## src/hw/rtl/wcrs_pkg.sv

```systemverilog
package wcrs_pkg;

  localparam int unsigned DEF_STACK_DEPTH = 8;

  localparam int unsigned ADDR_W  = 13;
  localparam int unsigned MASK_W  = 3;
  localparam int unsigned LEVEL_W = 8;
  localparam int unsigned CFG_IDX_W  = 2;
  localparam int unsigned CFG_DATA_W = 3;

  localparam logic [MASK_W-1:0] MASK_RESET = 3'd7;

  localparam logic CMD_PUSH = 1'b0;
  localparam logic CMD_POP  = 1'b1;

  localparam logic [CFG_IDX_W-1:0] CFG_SLOT_MASK     = 2'd0;
  localparam logic [CFG_IDX_W-1:0] CFG_HALT_OVERFLOW = 2'd1;
  localparam logic [CFG_IDX_W-1:0] CFG_HALT_UNDERFLOW = 2'd2;

  localparam logic signed [LEVEL_W-1:0] LEVEL_MAX = 8'sd127;
  localparam logic signed [LEVEL_W-1:0] LEVEL_MIN = -8'sd128;

  typedef struct packed {
    logic [MASK_W-1:0] slot_mask;
    logic              halt_on_overflow;
    logic              halt_on_underflow;
  } wcrs_cfg_t;

  // Folds a masked slot number into the stack depth. The value is below 8,
  // so at most seven subtractions are ever needed.
  function automatic logic [MASK_W-1:0] slot_reduce(input logic [MASK_W-1:0] v,
                                                    input int unsigned depth);
    logic [MASK_W:0] acc;
    logic [MASK_W:0] d;
    acc = {1'b0, v};
    d   = (MASK_W+1)'(depth);
    for (int i = 0; i < 7; i++) begin
      if (acc >= d) begin
        acc = acc - d;
      end
    end
    return acc[MASK_W-1:0];
  endfunction

endpackage

```

## src/hw/rtl/wcrs_in_if.sv

```systemverilog
interface wcrs_in_if import wcrs_pkg::*; ();
  logic              valid;
  logic              ready;
  logic              cmd;
  logic [ADDR_W-1:0] push_address;

  modport source (output valid, output cmd, output push_address, input ready);
  modport sink   (input valid, input cmd, input push_address, output ready);
endinterface

```

## src/hw/rtl/wcrs_out_if.sv

```systemverilog
interface wcrs_out_if import wcrs_pkg::*; ();
  logic              valid;
  logic              ready;
  logic [ADDR_W-1:0] pop_data;
  logic              overflow;
  logic              underflow;
  logic              halt_request;

  modport source (output valid, output pop_data, output overflow, output underflow,
                  output halt_request, input ready);
  modport sink   (input valid, input pop_data, input overflow, input underflow,
                  input halt_request, output ready);
endinterface

```

## src/hw/rtl/wcrs_slot_ram.sv

```systemverilog
module wcrs_slot_ram import wcrs_pkg::*; #(
  parameter int unsigned STACK_DEPTH = DEF_STACK_DEPTH,
  localparam int unsigned IDX_W = $clog2(STACK_DEPTH)
) (
  input  logic              clk,
  input  logic              rst_n,
  input  logic              wr_en,
  input  logic [IDX_W-1:0]  wr_idx,
  input  logic [ADDR_W-1:0] wr_data,
  input  logic              rd_en,
  input  logic [IDX_W-1:0]  rd_idx,
  output logic [ADDR_W-1:0] rd_data
);

  logic [ADDR_W-1:0]      mem [STACK_DEPTH];
  logic [STACK_DEPTH-1:0] valid_r;
  logic [ADDR_W-1:0]      rd_raw_r;
  logic                   rd_valid_r;

  always_ff @(posedge clk) begin
    if (wr_en) begin
      mem[wr_idx] <= wr_data;
    end
    if (rd_en) begin
      rd_raw_r <= mem[rd_idx];
    end
  end

  // Entries never written since reset read as zero.
  always_ff @(posedge clk) begin
    if (!rst_n) begin
      valid_r    <= '0;
      rd_valid_r <= 1'b0;
    end else begin
      if (wr_en) begin
        valid_r[wr_idx] <= 1'b1;
      end
      if (rd_en) begin
        rd_valid_r <= valid_r[rd_idx];
      end
    end
  end

  assign rd_data = rd_valid_r ? rd_raw_r : '0;

endmodule

```

## src/hw/rtl/wcrs_ctrl.sv

```systemverilog
module wcrs_ctrl import wcrs_pkg::*; #(
  parameter int unsigned STACK_DEPTH = DEF_STACK_DEPTH,
  localparam int unsigned IDX_W = $clog2(STACK_DEPTH)
) (
  input  logic              clk,
  input  logic              rst_n,
  input  wcrs_cfg_t         cfg,
  wcrs_in_if.sink           in_ch,
  wcrs_out_if.source        out_ch,
  output logic              ram_wr_en,
  output logic              ram_rd_en,
  output logic [IDX_W-1:0]  ram_idx,
  output logic [ADDR_W-1:0] ram_wr_data,
  input  logic [ADDR_W-1:0] ram_rd_data
);

  localparam logic ST_IDLE = 1'b0;
  localparam logic ST_READ = 1'b1;

  logic                      state_r, state_nxt;
  logic signed [LEVEL_W-1:0] level_r, level_nxt;
  logic signed [LEVEL_W-1:0] level_inc, level_dec, level_sel;
  logic                      out_valid_r;
  logic [ADDR_W-1:0]         pop_data_r;
  logic                      overflow_r, underflow_r, halt_r;
  logic                      unf_pend_r;
  logic                      accept, is_push, ovf, unf;
  logic [MASK_W-1:0]         slot;
  logic [IDX_W+MASK_W-1:0]   slot_ext;

  assign in_ch.ready = (state_r == ST_IDLE) && (!out_valid_r || out_ch.ready);
  assign accept      = in_ch.valid && in_ch.ready;
  assign is_push     = (in_ch.cmd == CMD_PUSH);

  assign level_inc = (level_r != LEVEL_MAX) ? level_r + 8'sd1 : level_r;
  assign level_dec = (level_r != LEVEL_MIN) ? level_r - 8'sd1 : level_r;
  // A push uses the slot at the current level, a pop the one at the new level.
  assign level_sel = is_push ? level_r : level_dec;

  assign slot     = slot_reduce(level_sel[MASK_W-1:0] & cfg.slot_mask, STACK_DEPTH);
  assign slot_ext = {{IDX_W{1'b0}}, slot};

  assign ovf = (level_r >= $signed({{(LEVEL_W-MASK_W){1'b0}}, cfg.slot_mask}));
  assign unf = level_dec[LEVEL_W-1];

  assign ram_wr_en   = accept && is_push;
  assign ram_rd_en   = accept && !is_push;
  assign ram_idx     = slot_ext[IDX_W-1:0];
  assign ram_wr_data = in_ch.push_address;

  always_comb begin
    state_nxt = state_r;
    level_nxt = level_r;
    unique case (state_r)
      ST_IDLE: begin
        if (accept) begin
          level_nxt = is_push ? level_inc : level_dec;
          state_nxt = is_push ? ST_IDLE : ST_READ;
        end
      end
      ST_READ: begin
        state_nxt = ST_IDLE;
      end
      default: begin
        state_nxt = ST_IDLE;
      end
    endcase
  end

  always_ff @(posedge clk) begin
    if (!rst_n) begin
      state_r     <= ST_IDLE;
      level_r     <= '0;
      out_valid_r <= 1'b0;
    end else begin
      state_r <= state_nxt;
      level_r <= level_nxt;
      if ((accept && is_push) || (state_r == ST_READ)) begin
        out_valid_r <= 1'b1;
      end else if (out_ch.ready) begin
        out_valid_r <= 1'b0;
      end
    end
  end

  always_ff @(posedge clk) begin
    if (accept && !is_push) begin
      unf_pend_r <= unf;
    end
    if (accept && is_push) begin
      pop_data_r  <= '0;
      overflow_r  <= ovf;
      underflow_r <= 1'b0;
      halt_r      <= ovf && cfg.halt_on_overflow;
    end else if (state_r == ST_READ) begin
      // The slot read issued at the pop transfer is back in the cycle after it.
      pop_data_r  <= ram_rd_data;
      overflow_r  <= 1'b0;
      underflow_r <= unf_pend_r;
      halt_r      <= unf_pend_r && cfg.halt_on_underflow;
    end
  end

  assign out_ch.valid        = out_valid_r;
  assign out_ch.pop_data     = pop_data_r;
  assign out_ch.overflow     = overflow_r;
  assign out_ch.underflow    = underflow_r;
  assign out_ch.halt_request = halt_r;

endmodule

```

## src/hw/rtl/wrapping_call_return_stack.sv

```systemverilog
// Push: the result is registered at the input transfer and offered the next cycle.
// Pop: one slot memory read; the data passes the memory and output registers first.
// Throughput: one push per cycle if the sink keeps up; a pop holds input in ST_READ.
// A waiting result does not block a new transfer once the sink takes it.
// Synchronous active-low reset clears the level, the halt enables and the per-slot
// valid bits and sets slot mask to 7; the stack reads all zero with no clearing pass.
module wrapping_call_return_stack import wcrs_pkg::*; #(
  parameter int unsigned STACK_DEPTH = DEF_STACK_DEPTH,
  localparam int unsigned IDX_W = $clog2(STACK_DEPTH)
) (
  input  logic                  clk,
  input  logic                  rst_n,
  input  logic                  cfg_we,
  input  logic [CFG_IDX_W-1:0]  cfg_index,
  input  logic [CFG_DATA_W-1:0] cfg_wdata,
  wcrs_in_if.sink               in_ch,
  wcrs_out_if.source            out_ch
);

  wcrs_cfg_t         cfg_r;
  logic              ram_wr_en, ram_rd_en;
  logic [IDX_W-1:0]  ram_idx;
  logic [ADDR_W-1:0] ram_wr_data, ram_rd_data;

  always_ff @(posedge clk) begin
    if (!rst_n) begin
      cfg_r.slot_mask         <= MASK_RESET;
      cfg_r.halt_on_overflow  <= 1'b0;
      cfg_r.halt_on_underflow <= 1'b0;
    end else if (cfg_we) begin
      unique case (cfg_index)
        CFG_SLOT_MASK:      cfg_r.slot_mask         <= cfg_wdata[MASK_W-1:0];
        CFG_HALT_OVERFLOW:  cfg_r.halt_on_overflow  <= cfg_wdata[0];
        CFG_HALT_UNDERFLOW: cfg_r.halt_on_underflow <= cfg_wdata[0];
        default: begin
        end
      endcase
    end
  end

  wcrs_ctrl #(
    .STACK_DEPTH(STACK_DEPTH)
  ) u_ctrl (
    .clk        (clk),
    .rst_n      (rst_n),
    .cfg        (cfg_r),
    .in_ch      (in_ch),
    .out_ch     (out_ch),
    .ram_wr_en  (ram_wr_en),
    .ram_rd_en  (ram_rd_en),
    .ram_idx    (ram_idx),
    .ram_wr_data(ram_wr_data),
    .ram_rd_data(ram_rd_data)
  );

  wcrs_slot_ram #(
    .STACK_DEPTH(STACK_DEPTH)
  ) u_slot_ram (
    .clk    (clk),
    .rst_n  (rst_n),
    .wr_en  (ram_wr_en),
    .wr_idx (ram_idx),
    .wr_data(ram_wr_data),
    .rd_en  (ram_rd_en),
    .rd_idx (ram_idx),
    .rd_data(ram_rd_data)
  );

endmodule
```

## src/flat_wrapper.sv

```systemverilog
// flat-port wrapper written by rule: the top's interface ports become plain ports
module wrapping_call_return_stack_flat import wcrs_pkg::*;
#(
  parameter int unsigned STACK_DEPTH = DEF_STACK_DEPTH,
  localparam int unsigned IDX_W = $clog2(STACK_DEPTH)
)
  (clk, rst_n, cfg_we, cfg_index, cfg_wdata, in_ch_valid, in_ch_cmd, in_ch_push_address, in_ch_ready, out_ch_valid, out_ch_pop_data, out_ch_overflow, out_ch_underflow, out_ch_halt_request, out_ch_ready);
  wcrs_in_if in_ch_i ();
  wcrs_out_if out_ch_i ();
  input  logic clk;
  input  logic rst_n;
  input  logic cfg_we;
  input  logic [CFG_IDX_W-1:0] cfg_index;
  input  logic [CFG_DATA_W-1:0] cfg_wdata;
  input wire logic [$bits(in_ch_i.valid)-1:0] in_ch_valid;
  input wire logic [$bits(in_ch_i.cmd)-1:0] in_ch_cmd;
  input wire logic [$bits(in_ch_i.push_address)-1:0] in_ch_push_address;
  output wire logic [$bits(in_ch_i.ready)-1:0] in_ch_ready;
  output wire logic [$bits(out_ch_i.valid)-1:0] out_ch_valid;
  output wire logic [$bits(out_ch_i.pop_data)-1:0] out_ch_pop_data;
  output wire logic [$bits(out_ch_i.overflow)-1:0] out_ch_overflow;
  output wire logic [$bits(out_ch_i.underflow)-1:0] out_ch_underflow;
  output wire logic [$bits(out_ch_i.halt_request)-1:0] out_ch_halt_request;
  input wire logic [$bits(out_ch_i.ready)-1:0] out_ch_ready;
  assign in_ch_i.valid = in_ch_valid;
  assign in_ch_i.cmd = in_ch_cmd;
  assign in_ch_i.push_address = in_ch_push_address;
  assign in_ch_ready = in_ch_i.ready;
  assign out_ch_valid = out_ch_i.valid;
  assign out_ch_pop_data = out_ch_i.pop_data;
  assign out_ch_overflow = out_ch_i.overflow;
  assign out_ch_underflow = out_ch_i.underflow;
  assign out_ch_halt_request = out_ch_i.halt_request;
  assign out_ch_i.ready = out_ch_ready;
  wrapping_call_return_stack #(.STACK_DEPTH(STACK_DEPTH)) u_core (.clk(clk), .rst_n(rst_n), .cfg_we(cfg_we), .cfg_index(cfg_index), .cfg_wdata(cfg_wdata), .in_ch(in_ch_i), .out_ch(out_ch_i));
endmodule
```

## config.mk

```make
export PLATFORM = sky130hd
export DESIGN_NAME = wrapping_call_return_stack_flat
export DESIGN_NICKNAME = d
export VERILOG_FILES = /design/src/hw/rtl/wcrs_pkg.sv /design/src/hw/rtl/wcrs_in_if.sv /design/src/hw/rtl/wcrs_out_if.sv /design/src/hw/rtl/wcrs_slot_ram.sv /design/src/hw/rtl/wcrs_ctrl.sv /design/src/hw/rtl/wrapping_call_return_stack.sv /design/src/flat_wrapper.sv
export SDC_FILE = /design/constraint.sdc
export NUM_CORES = 1
export LEC_CHECK = 0
export ABC_AREA = 1
export BUFFER_PORTS_ARGS = -buffer_cell sky130_fd_sc_hd__buf_2
export CAP_MARGIN = 20
export CORE_MARGIN = 4
export CORE_UTILIZATION = 54
export DETAILED_ROUTE_END_ITERATION = 6
export MAX_ROUTING_LAYER = met4
export PLACE_DENSITY = 0.83
export REMOVE_ABC_BUFFERS = 1
export SYNTH_ARGS = -nofsm -noshare
export SYNTH_HDL_FRONTEND = slang
export SYNTH_SLANG_ARGS = --single-unit
```

## constraint.sdc

```tcl
create_clock -name clk -period 2.4 [get_ports clk]
set_input_delay 0.12 -clock clk [delete_from_list [all_inputs] [get_ports clk]]
set_output_delay 0.12 -clock clk [all_outputs]
set_load 0.01 [all_outputs]
```

== Word level (Yosys, flattened, before mapping) ==
Memory sizes are Yosys's and may differ from the RTL's. A register that Yosys moved wholly into a read port is not among the register bits.
Index checks and enable logic that the tools add are counted.

* $add $sub $neg: 2
* $mul: 0
* Divide/modulo/power cells: 0
* $lt $le $gt $ge: 3
* Equal/unequal tests: 4
* Shift-type cells: 0
* Multiplexer cells: 20
* Bitwise gates (word level): 4
* Reduce and logical (&&, ||, !) cells: 18

{| class="wikitable"
|+ Operators with widths
! kind !! number
|-
| $mux 8 || 3
|-
| $ne 8x8->1 const B || 2
|-
| $mux 13 || 1
|-
| $mux 1 || 12
|-
| $add 8x2->8 const B || 1
|-
| $ge 8x4->1 || 1
|-
| $or 8x8->8 || 1
|-
| $sub 8x2->8 const B || 1
|-
| $logic_and 1x1->1 || 7
|-
| $reduce_and 2->1 || 3
|-
| $reduce_bool 2->1 || 3
|-
| $lt 3x4->1 const B || 1
|-
| $and 3x3->3 || 1
|-
| $bmux 1 s3 || 1
|-
| $demux 1 s3 || 1
|-
| $ge 3x1->1 const B || 1
|-
| $mux 3 || 1
|-
| $reduce_and 3->1 || 1
|-
| $eq 2x1->1 const B || 1
|-
| $eq 2x2->1 const B || 1
|-
| $logic_not 2->1 || 1
|-
| $logic_or 1x1->1 || 2
|-
| $not 1->1 || 2
|-
| $pmux 1 s2 || 1
|-
| $logic_not 1->1 || 1
|}

* Register bits: 41
* Bits in latches: 0
* Bits in writable memories: 104
* Bits in read-only memories: 0
* Word-level logic and storage cells: 65
* Memories: 1

{| class="wikitable"
|+ Memories
! memory !! depth !! width !! read ports !! clocked after Yosys merged registers in !! wr ports !! RTL line !! source
|-
| u_core.u_slot_ram.mem || 8 || 13 || 1 || 1 || 1 || wcrs_slot_ram.sv:15 || <nowiki>logic [ADDR_W-1:0] mem [STACK_DEPTH];</nowiki>
|}

== Longest topological paths before layout ==
Gate-level depths: netlist of run 1.

* Word-level depth: 9
* Gate-level depth with buffers: 14

== Modules after synthesis ==
Synthesis of run 1 repeated with hierarchy kept, for this count alone.

* Cells, all modules: 696
* Area, all modules: 6845.3 µm²

{| class="wikitable"
|+ Modules (own cells, without submodules)
! module !! times used !! cells an instance !! area each (µm²)
|-
| wcrs_slot_ram || 1 || 407 || 4943.5
|-
| wcrs_ctrl || 1 || 260 || 1696.6
|-
| wrapping_call_return_stack || 1 || 29 || 205.2
|}

== Least setup slack after synthesis of run 1 ==
OpenSTA, ideal clock, no wires.

* Path type: flip-flop to flip-flop
* From: register u_core.u_ctrl.level_r[0]
* To: memory u_core.u_slot_ram.mem[0][0], enable pin
* Arrival: 1.877 ns
* Path slack: 0.150 ns
* Stages on the path, launching flop included: 11
* Buffers on the path: 2
* Period minus slack after synthesis: 2.250 ns
* Cell sequence: dfxtp_1 inv_1 ha_1 nand3_1 o21ai_2 nand2_2 nand3_4 buf_6 buf_8 nand2_4 nor2_2

* Word-level cells in the longest chain between the ends: 4
* Elaborated cells between the ends (all ways): 5

{| class="wikitable"
|+ RTL lines
! element !! RTL line !! source
|-
| from (decl) || wcrs_ctrl.sv:21 || <nowiki>logic signed [LEVEL_W-1:0] level_r, level_nxt;</nowiki>
|-
| from (signal assigned) || wcrs_ctrl.sv:77 || <nowiki>level_r <= level_nxt;</nowiki>
|-
| $sub 8x2->8 / $ne 8x8->1 (equally long branches) || wcrs_ctrl.sv:36 || <nowiki>assign level_dec = (level_r != LEVEL_MIN) ? level_r - 8'sd1 : level_r;</nowiki>
|-
| $mux 8 || wcrs_ctrl.sv:36 ||
|-
| $mux 3 (*) || wcrs_ctrl.sv:38 || <nowiki>assign level_sel = is_push ? level_r : level_dec;</nowiki>
|-
| $and 3x3->3 (*) || wcrs_ctrl.sv:40 || <nowiki>assign slot = slot_reduce(level_sel[MASK_W-1:0] & cfg.slot_mask, STACK_DEPTH);</nowiki>
|-
| to (decl) || wcrs_slot_ram.sv:15 ||
|}

Mark *: on every way between the ends. The rest lies on a longest branch, timed or not.

== Final worst setup path of run 1 ==
* From: register u_core.u_ctrl.level_r[0]
* To: register u_core.u_slot_ram.rd_raw_r[12] (read register of u_core.u_slot_ram.mem) (data pin)

* Word-level cells in the longest chain between the ends: 4
* Elaborated cells between the ends (all ways): 5

{| class="wikitable"
|+ RTL lines
! element !! RTL line !! source
|-
| $sub 8x2->8 / $ne 8x8->1 (equally long branches) || wcrs_ctrl.sv:36 ||
|-
| $mux 8 || wcrs_ctrl.sv:36 ||
|-
| $mux 3 (*) || wcrs_ctrl.sv:38 ||
|-
| $and 3x3->3 (*) || wcrs_ctrl.sv:40 ||
|-
| to (decl) || wcrs_slot_ram.sv:17 || <nowiki>logic [ADDR_W-1:0] rd_raw_r;</nowiki>
|}

Marks and branches as above.
A chain may end at the register's enable or synchronous reset.

==> impl_metrics.json, run 1 <==
{
  "cts_max_level": 4,
  "chipHeight_um": 118.8,
  "cts-root-buf": "clkbuf_16",
  "io_pins": 42,
  "hpwl_um": 9341,
  "num_vias": 4473,
  "min_period_over_period": 0.9463,
  "ys_seq_elements": 158,
  "p_sw_uw": 1727,
  "die_x_um": 118.8,
  "rows": 40,
  "grt_antenna_before_repair": 0,
  "seq_power_share": 0.457,
  "syn2layout_area_growth_pct": 19.21,
  "cts_buffers": 17,
  "grt_max_degree": 58,
  "final.setup.tns_ns": 0,
  "max_clock_freq_mhz": 440.3,
  "synth_xor_area_frac": 0.006610,
  "drv_cap": 0,
  "dr.pass1.iters": 5,
  "synth_top_area_frac": 0.5439,
  "power_uw": 6879,
  "synth_top_cell_by_area": "edfxtp_1",
  "ys_types": 42,
  "status": "finished clean",
  "ir_worst_vdd_mv": 0.5258,
  "synth_top_family_by_area": "simple AND/OR/NAND/NOR gates",
  "post-route-util": 0.6575,
  "hp-class": "in2reg",
  "worstMarginPinSlew_ns": 0.8983,
  "clock_path_buffers": 2,
  "r2r_start": "u_core.u_ctrl.level_r[0]",
  "slew-limit-headroom": 0.3989,
  "internal-power_uw": 5152,
  "ant_nets": 0,
  "fin_ws_ns": 0.1289,
  "syn_avg_cell_area_um2": 12.20,
  "synthAdderAreaFrac": 0.01133,
  "max_stage_delay_ns": 0.31,
  "synth_seq_area_share": 0.6587,
  "path_cells": "inv_2, ha_1, inv_1, nor2_2, nand2_4, nand3_2, nand3_4, buf_12, or2_2, o211ai_1, nand4_1",
  "final_nets": 646,
  "startpoint": "u_core.u_ctrl.level_r[0]",
  "synth.area.mux_share": 0.001700,
  "swShare": 0.2511,
  "routedWlPerCell_um": 19.16,
  "drt-initial-drc-count": 457,
  "cp_slowest_cell": "dfxtp_1",
  "leakage_uw": 0.003032,
  "synth_edf_count": 120,
  "drc_errors": 0,
  "synth-async-reset-ratio": 0,
  "synth_ff_type": "edfxtp_1",
  "clock-sinks": 158,
  "totalWireLength_um": 14870,
  "final_cells": 776,
  "p_clk_frac": 0.406,
  "yosys_warnings": 0,
  "cts_tree": "yes",
  "start_util": 0.5516,
  "start_kind": "register",
  "final-setup-viol-count": 0,
  "synth-compound-area-share": 0.1169,
  "grt_pass1_vias": 4474,
  "insertion_delay_ns": 0.42,
  "required_ns": 2.51,
  "min_from": "in_ch_push_address[3]",
  "core_area_um2": 12010,
  "fin_crit_ns": 2.271,
  "dp.cells": 729,
  "final_hold_viol_count": 0,
  "combPwrFrac": 0.137,
  "synth-simple-area-share": 0.1441,
  "synth.area.top_cells": "edfxtp_1 54%, dfxtp_1 11%, o211ai_1 4.8%, inv_1 3.0%, or2_2 2.5%",
  "gp_congestion": 0.8963,
  "drv_slew": 0,
  "grtUsageTotal": 0.2232,
  "io_buffer_count": 41,
  "syn_inst": 543,
  "dieArea_um2": 14110,
  "avgViaCountPerCell": 5.764,
  "cp.arrival_ns": 2.38,
  "netlist_area_um2": 6625,
  "drive_above_1_share": 0.2607,
  "power_density_nw_per_um2": 871.0,
  "crit_path_max_fanout": 57,
  "grt_overflow_total": 0,
  "grt_setup_unrepaired": "no",
  "clock_skew_ns": 0.005619,
  "grt_pass1_wl_um": 23560,
  "crit_type": "reg2reg",
  "dp_slack_ns": 0.06142,
  "cts.clk_slew.worst_paths_ns": 0.06,
  "cp-end-kind": "register",
  "antenna_cells": 0
}
## kinds of logic (layout without fill, tap and decap cells)
logic type / count (synthesis) / in the layout
and+or+nand+nor: 175 / 175
DFF: 158 / 158
AOI/OAI and AO/OA: 113 / 113
buffers and inverters: 85 / 171
adders and majority gates: 6 / 6
xor gates and xnor gates: 5 / 5
muxes: 1 / 1
## worst paths after layout
kind	endpoint	slack [ns]	cells past startpoint
max	u_core.u_slot_ram.rd_raw_r[12]	0.13	11
min	u_core.u_slot_ram.mem[1][3]	0.004	1
max reg2reg	u_core.u_slot_ram.rd_raw_r[12]	0.13	11
min reg2reg	u_core.u_ctrl.out_ch.pop_data[9]	0.46	2
## cell usage in the layout, fill, tap and decap left out, drive strengths merged, types with 5 or more instances in the layout
| cell type | Yosys | routed |
|---|---|---|
| a32oi | 13 | 13 |
| dfxtp | 38 | 38 |
| dlygate4sd3 | 0 | 14 |
| clkbuf | 8 | 17 |
| buf | 16 | 64 |
| o21ai | 30 | 30 |
| inv | 61 | 61 |
| clkinv | 0 | 6 |
| edfxtp | 120 | 120 |
| xor2 | 5 | 5 |
| or2 | 39 | 39 |
| nor2 | 47 | 47 |
| nor3 | 6 | 6 |
| nand2 | 45 | 45 |
| nand3 | 22 | 22 |
| ha | 6 | 6 |
| a21oi | 19 | 19 |
| clkinvlp | 0 | 5 |
| o211ai | 42 | 42 |
| nand4 | 15 | 15 |
## metrics by stage
stage          hold WS [ns]  cell area [µm²]
5_1_grt             0.01336             7898
4_1_cts            0.004112             7866
3_3_place_gp         0.3598             7107
2_1_floorplan        0.2186             6452
3_5_place_dp         0.3557             7107
6_report           0.003854             7898
## critical path, delay by kind of cell (launching register included)
kind                     cells  cell delay [ns]
adder cells (fa/ha/maj)      1             0.19
buffers and inverters        3             0.34
flip-flops                   1             0.31
AND/OR/NAND/NOR              6             0.97
AO/OA/AOI/OAI                1             0.11
## cell type report
type	instances	area (µm²)
clock buffers	17	425.4
clock inverters	15	193.9
fillers	814	4114
inverters	61	232.7
multi-input cells	300	1867
flip-flops and latches	158	4364
well taps	147	183.9
repair buffers	78	630.6
## power groups by stage
stage	sequential [µW]	combinational (µW)	clock (µW)
after floorplan	3190	527	0
after global placement	3190	861	0
after detailed placement	3200	894	0
after CTS	3140	926	2810
after global routing	3150	1030	2940
final	3140	945	2790
## cell usage after synthesis, types with 3 or more instances
cell type,n
a21oi_1,14
a21oi_2,4
a32oi_1,13
buf_2,7
buf_6,6
clkbuf_1,7
dfxtp_1,38
edfxtp_1,120
ha_1,6
inv_1,53
inv_2,8
nand2_1,32
nand2_2,9
nand2_4,4
nand3_1,18
nand3_2,3
nand4_1,15
nor2_1,39
nor2_2,3
nor2_4,5
nor3_1,6
o211ai_1,42
o21ai_0,28
or2_1,12
or2_2,27
xor2_1,5
## flip-flops by register name, summed over array words and instances (netlist names)
name / flops
u_core.u_slot_ram.mem: 104
u_core.u_ctrl.out_ch.pop_data: 13
u_core.u_slot_ram.rd_valid_r: 1
u_core.u_ctrl.level_r: 8
u_core.u_ctrl.out_ch.underflow: 1
u_core.u_ctrl.unf_pend_r: 1
u_core.cfg_r: 5
u_core.u_ctrl.out_ch.halt_request: 1
u_core.u_ctrl.out_ch.valid: 1
u_core.u_slot_ram.rd_raw_r: 13
u_core.u_ctrl.state_r: 1
u_core.u_slot_ram.valid_r: 8
u_core.u_ctrl.out_ch.overflow: 1
## routing by layer
metal  vias up  track usage  wire, µm
met5         -            -         0
met4         0      0.07314       286
met3        38      0.06364      1015
met2       169       0.3570      7396
met1      2165       0.2758      6171
li1       2101            -         -
## timing repair
| action | 4_1_cts | 5_1_grt |
|---|---|---|
| hold endpoints to repair | 84 | 0 |
| buffers inserted | 0 | 1 |
| gates resized for setup | 0 | 3 |
| hold buffers | 14 | 0 |
| setup endpoints to repair | 0 | 83 |
Note: power is estimated with default switching activity, not from simulation.
==> run 2, diff against run 1 <==
Settings changed: ABC_AREA 1 to default.
==> impl_metrics.json, run 2 <==
{
  "routedWlPerCell_um": 21.32,
  "grt_max_degree": 25,
  "num_vias": 4143,
  "synthTopCellsByCount": "120 x edfxtp_1, 82 x mux2i_1, 38 x dfxtp_1",
  "power_density_nw_per_um2": 839.6,
  "chipHeight_um": 118.0,
  "fin_ws_ns": -0.03142,
  "insertion_delay_ns": 0.43,
  "final.setup.tns_ns": -0.03142,
  "syn_inst": 428,
  "synth_most_common_cell": "edfxtp_1",
  "io_pins": 42,
  "dr.pass1.iters": 4,
  "totalWireLength_um": 14840,
  "netlist_area_um2": 6536,
  "hp-class": "in2reg",
  "rows": 39,
  "cts.clk_slew.worst_paths_ns": 0.06,
  "min_period_over_period": 1.013,
  "slew-limit-headroom": 0.5108,
  "drive_above_1_share": 0.3092,
  "grt_setup_unrepaired": "yes",
  "fin_crit_ns": 2.431,
  "drv_slew": 0,
  "cp_slowest_cell": "dfxtp_2",
  "cp.arrival_ns": 2.60,
  "crit_type": "reg2reg",
  "cts_tree": "yes",
  "worstMarginPinSlew_ns": 0.7338,
  "grt_overflow_total": 0,
  "grt_pass1_vias": 4089,
  "synth-async-reset-ratio": 0,
  "largest_reg_flops": 104,
  "synth_top_cell_by_area": "edfxtp_1",
  "io_buffer_count": 41,
  "start_util": 0.5628,
  "final-setup-viol-count": 1,
  "wl_met2_um": 7437,
  "failed_checks": "setup timing",
  "path_cells": "inv_2, ha_4, and4bb_4, and2_4, o22a_4, buf_12, mux2i_1, mux2i_1, mux2_4",
  "ys_types": 52,
  "crit_path_max_fanout": 6,
  "antenna_cells": 0,
  "cts-root-buf": "clkbuf_16",
  "grt_pass1_wl_um": 22150,
  "hpwl_um": 8773,
  "max_stage_delay_ns": 0.32,
  "core_area_um2": 11610,
  "grtUsageTotal": 0.2131,
  "drt-initial-drc-count": 293,
  "start_kind": "register",
  "avgViaCountPerCell": 5.953,
  "required_ns": 2.57,
  "cts_buffers": 17,
  "final_nets": 570,
  "ys_seq_elements": 158,
  "hold_slack_ns": 0.06398,
  "crit_path_frequent_cell": "mux2i_1",
  "syn2layout_area_growth_pct": 27.12,
  "die_x_um": 118.0,
  "final_common_cell": "edfxtp_1",
  "gp_congestion": 0.9131,
  "largest_register": "u_core.u_slot_ram.mem",
  "final_hold_viol_count": 0,
  "wl_met1_um": 6159,
  "top_layer": "met4",
  "cts_max_level": 4,
  "cp-end-kind": "register",
  "leakage_uw": 0.003277,
  "synth_top_area_frac": 0.5513,
  "final_cell_mix": "120 x edfxtp_1, 77 x mux2i_1, 42 x buf_2, 41 x buf_4, 37 x dfxtp_1",
  "drc_errors": 0,
  "met3WireLength_um": 944,
  "dieArea_um2": 13930,
  "grt_antenna_before_repair": 0,
  "synth_seq_area_share": 0.6677,
  "ant_nets": 0,
  "max_clock_freq_mhz": 411.3,
  "synth_ff_type": "edfxtp_1",
  "synth_edf_count": 120,
  "syn_avg_cell_area_um2": 15.27,
  "clock-sinks": 158,
  "clock_skew_ns": 0.01076,
  "synth.area.top_cells": "edfxtp_1 55%, mux2i_1 13%, dfxtp_1 12%, mux2_2 2.6%, a22o_1 1.7%",
  "status": "finished, violations left",
  "yosys_warnings": 0,
  "ir_worst_vdd_mv": 0.7586,
  "drv_cap": 0,
  "clock_path_buffers": 2
}
run 2: changes by cell type after synthesis, moves of 14 or more:
| cell | change |
|---|---|
| o211ai_1 | -39 |
| nor2_1 | -22 |
| nand4_1 | -14 |
| nand2_1 | -23 |
| inv_1 | -43 |
| mux2i_1 | +82 |
| o21ai_0 | -20 |
| or2_2 | -27 |
| mux2_2 | +14 |
run 2: final timing paths:
check / startpoint / endpoint / slack [ns] / cells after the start
setup / recovery: u_core.u_ctrl.level_r[1] / u_core.u_slot_ram.rd_raw_r[7] / -0.03 / 9
hold reg to reg: u_core.u_slot_ram.rd_raw_r[9] / u_core.u_ctrl.out_ch.pop_data[9] / 0.45 / 1
setup reg to reg: u_core.u_ctrl.level_r[1] / u_core.u_slot_ram.rd_raw_r[7] / -0.03 / 9
hold / removal: rst_n / u_core.cfg_r[2] / 0.06 / 2
run 2: where the power goes:
| group | total [µW] | switching, µW | internal (µW) |
|---|---|---|---|
| registers | 3120 | 47.5 | 3080 |
| logic | 1280 | 647 | 636 |
| clock network | 2570 | 1020 | 1550 |
| total | 6980 | 1720 | 5260 |
run 2: worst max-delay path: cells and delay by family, from the launching register on:
family	cells	cell delay, ns
simple gates	2	0.52
buf+inv	2	0.22
fa+ha+maj	1	0.13
mux	3	0.71
compound gates	1	0.25
flops	1	0.32
run 2: cell type report:
cell class              count  area, µm²
clock buffers              21      450.4
clock inverters            11      117.6
fillers                   705       3304
inverters                  10      37.54
multi-input cells         239       2196
flip-flops and latches    158       4365
well taps                 143      178.9
repair buffers            114      963.4
run 2: logic make-up (layout without fill, tap and decap cells):
family	after synthesis	in the layout	synth area share
compound gates	63	64	0.07274
xor+xnor	4	4	0.005361
flops	158	158	0.6677
buf+inv	32	156	0.02661
mux	98	98	0.1549
fa+ha+maj	6	6	0.01149
simple gates	67	67	0.06126
run 2: metrics by stage:
step | power, µW | instance area, µm² | worst slack (ns) | util | instances
5_1_grt | 7209 | 8309 | -0.06434 | 0.7155 | 696
6_report | 6976 | 8309 | -0.03142 | 0.7155 | 696
4_1_cts | 6803 | 8034 | 0.01394 | 0.6918 | 683
3_5_place_dp | 4228 | 7279 | -0.02894 | 0.6268 | 635
3_3_place_gp | 4188 | 7279 | 0.03207 | 0.6268 | 635
2_1_floorplan | 3816 | 6400 | -2.292 | - | 406
run 2: what timing repair did:
item / 4_1_cts / 5_1_grt
resized for setup: 5 / 27
pin swaps: 0 / 7
buffers inserted: 0 / 6
endpoints found under the hold margin: 109 / 0
cloned: 0 / 7
hold buffers: 16 / 0
setup endpoints to repair: 115 / 91
run 2: layer usage:
metal,vias up,GRT usage
li1,1878,-
met1,2082,0.2608
met2,150,0.3424
met3,33,0.06728
met4,0,0.06300
met5,-,-
==> run 3, diff against run 2 <==
Settings changed: CTS_BUF_LIST from default to sky130_fd_sc_hd__clkbuf_8 sky130_fd_sc_hd__clkbuf_16, SETUP_SLACK_MARGIN from default to 0.02.
==> impl_metrics.json, run 3 (synthesized netlist as in run 2, its figures left out) <==
{
  "combPwrFrac": 0.185,
  "largest_reg_flops": 104,
  "hpwl_um": 8773,
  "largest_register": "u_core.u_slot_ram.mem",
  "internal-power_uw": 5250,
  "cp.arrival_ns": 2.60,
  "avgViaCountPerCell": 5.957,
  "drv_slew": 0,
  "clock_path_buffers": 2,
  "gp_congestion": 0.9131,
  "cts_max_level": 4,
  "antenna_cells": 0,
  "final_hold_viol_count": 0,
  "final_common_cell": "edfxtp_1",
  "ir_worst_vdd_mv": 0.7664,
  "dieArea_um2": 13930,
  "path_cells": "inv_2, ha_4, and4bb_4, a21oi_4, o22a_4, buf_12, mux2i_1, mux2i_1, mux2_4",
  "min_period_over_period": 1.011,
  "cts-root-buf": "clkbuf_16",
  "required_ns": 2.57,
  "syn2layout_area_growth_pct": 27.43,
  "p_sw_uw": 1729,
  "clock-sinks": 158,
  "hp-class": "in2reg",
  "critical_path.top_delay_family": "multiplexers",
  "grt_pass1_vias": 4089,
  "drv_cap": 0,
  "power_density_nw_per_um2": 837.9,
  "leakage_uw": 0.003297,
  "crit_type": "reg2reg",
  "status": "finished, violations left",
  "grt_antenna_before_repair": 0,
  "cts_tree": "yes",
  "chipHeight_um": 118.0,
  "core_area_um2": 11610,
  "final_cells": 696,
  "start_util": 0.5628,
  "crit_path_frequent_cell": "mux2i_1",
  "seq_power_share": 0.448,
  "io_buffer_count": 41,
  "num_vias": 4146,
  "insertion_delay_ns": 0.43,
  "ant_nets": 0,
  "slew-limit-headroom": 0.5038,
  "p_clk_frac": 0.367,
  "grt_setup_unrepaired": "yes",
  "cp_slowest_cell": "dfxtp_1",
  "failed_checks": "setup timing",
  "final_cell_mix": "120 x edfxtp_1, 77 x mux2i_1, 42 x buf_2, 39 x buf_4, 37 x dfxtp_1",
  "drt-initial-drc-count": 301,
  "grt_pass1_wl_um": 22150,
  "dp.cells": 635,
  "grt_overflow_total": 0,
  "grtUsageTotal": 0.2131,
  "crit_buf_inv": 2,
  "fin_crit_ns": 2.427,
  "power_uw": 6979,
  "die_x_um": 118.0,
  "io_pins": 42,
  "crit_path_max_fanout": 6,
  "drive_above_1_share": 0.3092,
  "cts.clk_slew.worst_paths_ns": 0.06,
  "cts_buffers": 17,
  "routedWlPerCell_um": 21.45,
  "totalWireLength_um": 14930,
  "rows": 39,
  "hold_slack_ns": 0.07069,
  "worstMarginPinSlew_ns": 0.7442,
  "start_kind": "register",
  "drc_errors": 0,
  "grt_max_degree": 25,
  "cp-end-kind": "register",
  "final.setup.tns_ns": -0.1184,
  "final-setup-viol-count": 9,
  "clock_skew_ns": 0.007802,
  "max_clock_freq_mhz": 412.1,
  "dr.pass1.iters": 5,
  "final_nets": 570,
  "dp_slack_ns": -0.02894,
  "max_stage_delay_ns": 0.35,
  "fin_ws_ns": -0.02682,
  "swShare": 0.2477
}
-- run 3: changes by cell type in the layout (fill, tap and decap cells not counted), moves of 2 or more --
| cell | delta |
|---|---|
| inv_1 | +3 |
| clkbuf_1 | -3 |
| buf_4 | -2 |
| buf_6 | +2 |
-- run 3: metrics by stage --
| step | util | cell area (µm²) |
|---|---|---|
| floorplan | - | 6400 |
| global placement | 0.6268 | 7279 |
| detailed placement | 0.6268 | 7279 |
| CTS | 0.6918 | 8034 |
| global route | 0.7172 | 8329 |
| finish | 0.7172 | 8329 |
-- run 3: cell type report --
class	instances	area [µm²]
flip-flops and latches	158	4365
fillers	707	3284
multi-input cells	239	2208
repair buffers	114	970.9
clock buffers	18	439.2
well taps	143	178.9
clock inverters	14	128.9
inverters	10	37.54
-- run 3: per-layer routing --
metal  track usage  vias up  wire length (µm)
met4       0.06300        0               266
li1              -     1879                 -
met5             -        -                 0
met3       0.06728       30               937
met2        0.3424      140              7569
met1        0.2608     2097              6154
-- run 3: power by group through the flow --
stage	clock network (µW)	logic, µW	registers, µW
detailed placement	0	1050	3180
global placement	0	1020	3170
floorplan	0	629	3190
CTS	2570	1100	3120
finish	2560	1290	3120
global route	2710	1370	3130
-- run 3: timing repair --
| action | in CTS | in global routing |
|---|---|---|
| gates cloned | 0 | 7 |
| gates resized for setup | 5 | 31 |
| setup buffers | 0 | 6 |
| hold endpoints to repair | 109 | 0 |
| hold buffers | 16 | 0 |
| pin swaps | 0 | 7 |
| endpoints found under the setup margin | 122 | 108 |
-- run 3: worst paths after layout --
kind | start | to | slack (ns) | cells past startpoint
max | u_core.u_ctrl.level_r[0] | u_core.u_slot_ram.rd_raw_r[7] | -0.03 | 9
min | rst_n | u_core.cfg_r[2] | 0.07 | 2
max reg2reg | u_core.u_ctrl.level_r[0] | u_core.u_slot_ram.rd_raw_r[7] | -0.03 | 9
min reg2reg | u_core.u_slot_ram.rd_raw_r[9] | u_core.u_ctrl.out_ch.pop_data[9] | 0.46 | 1
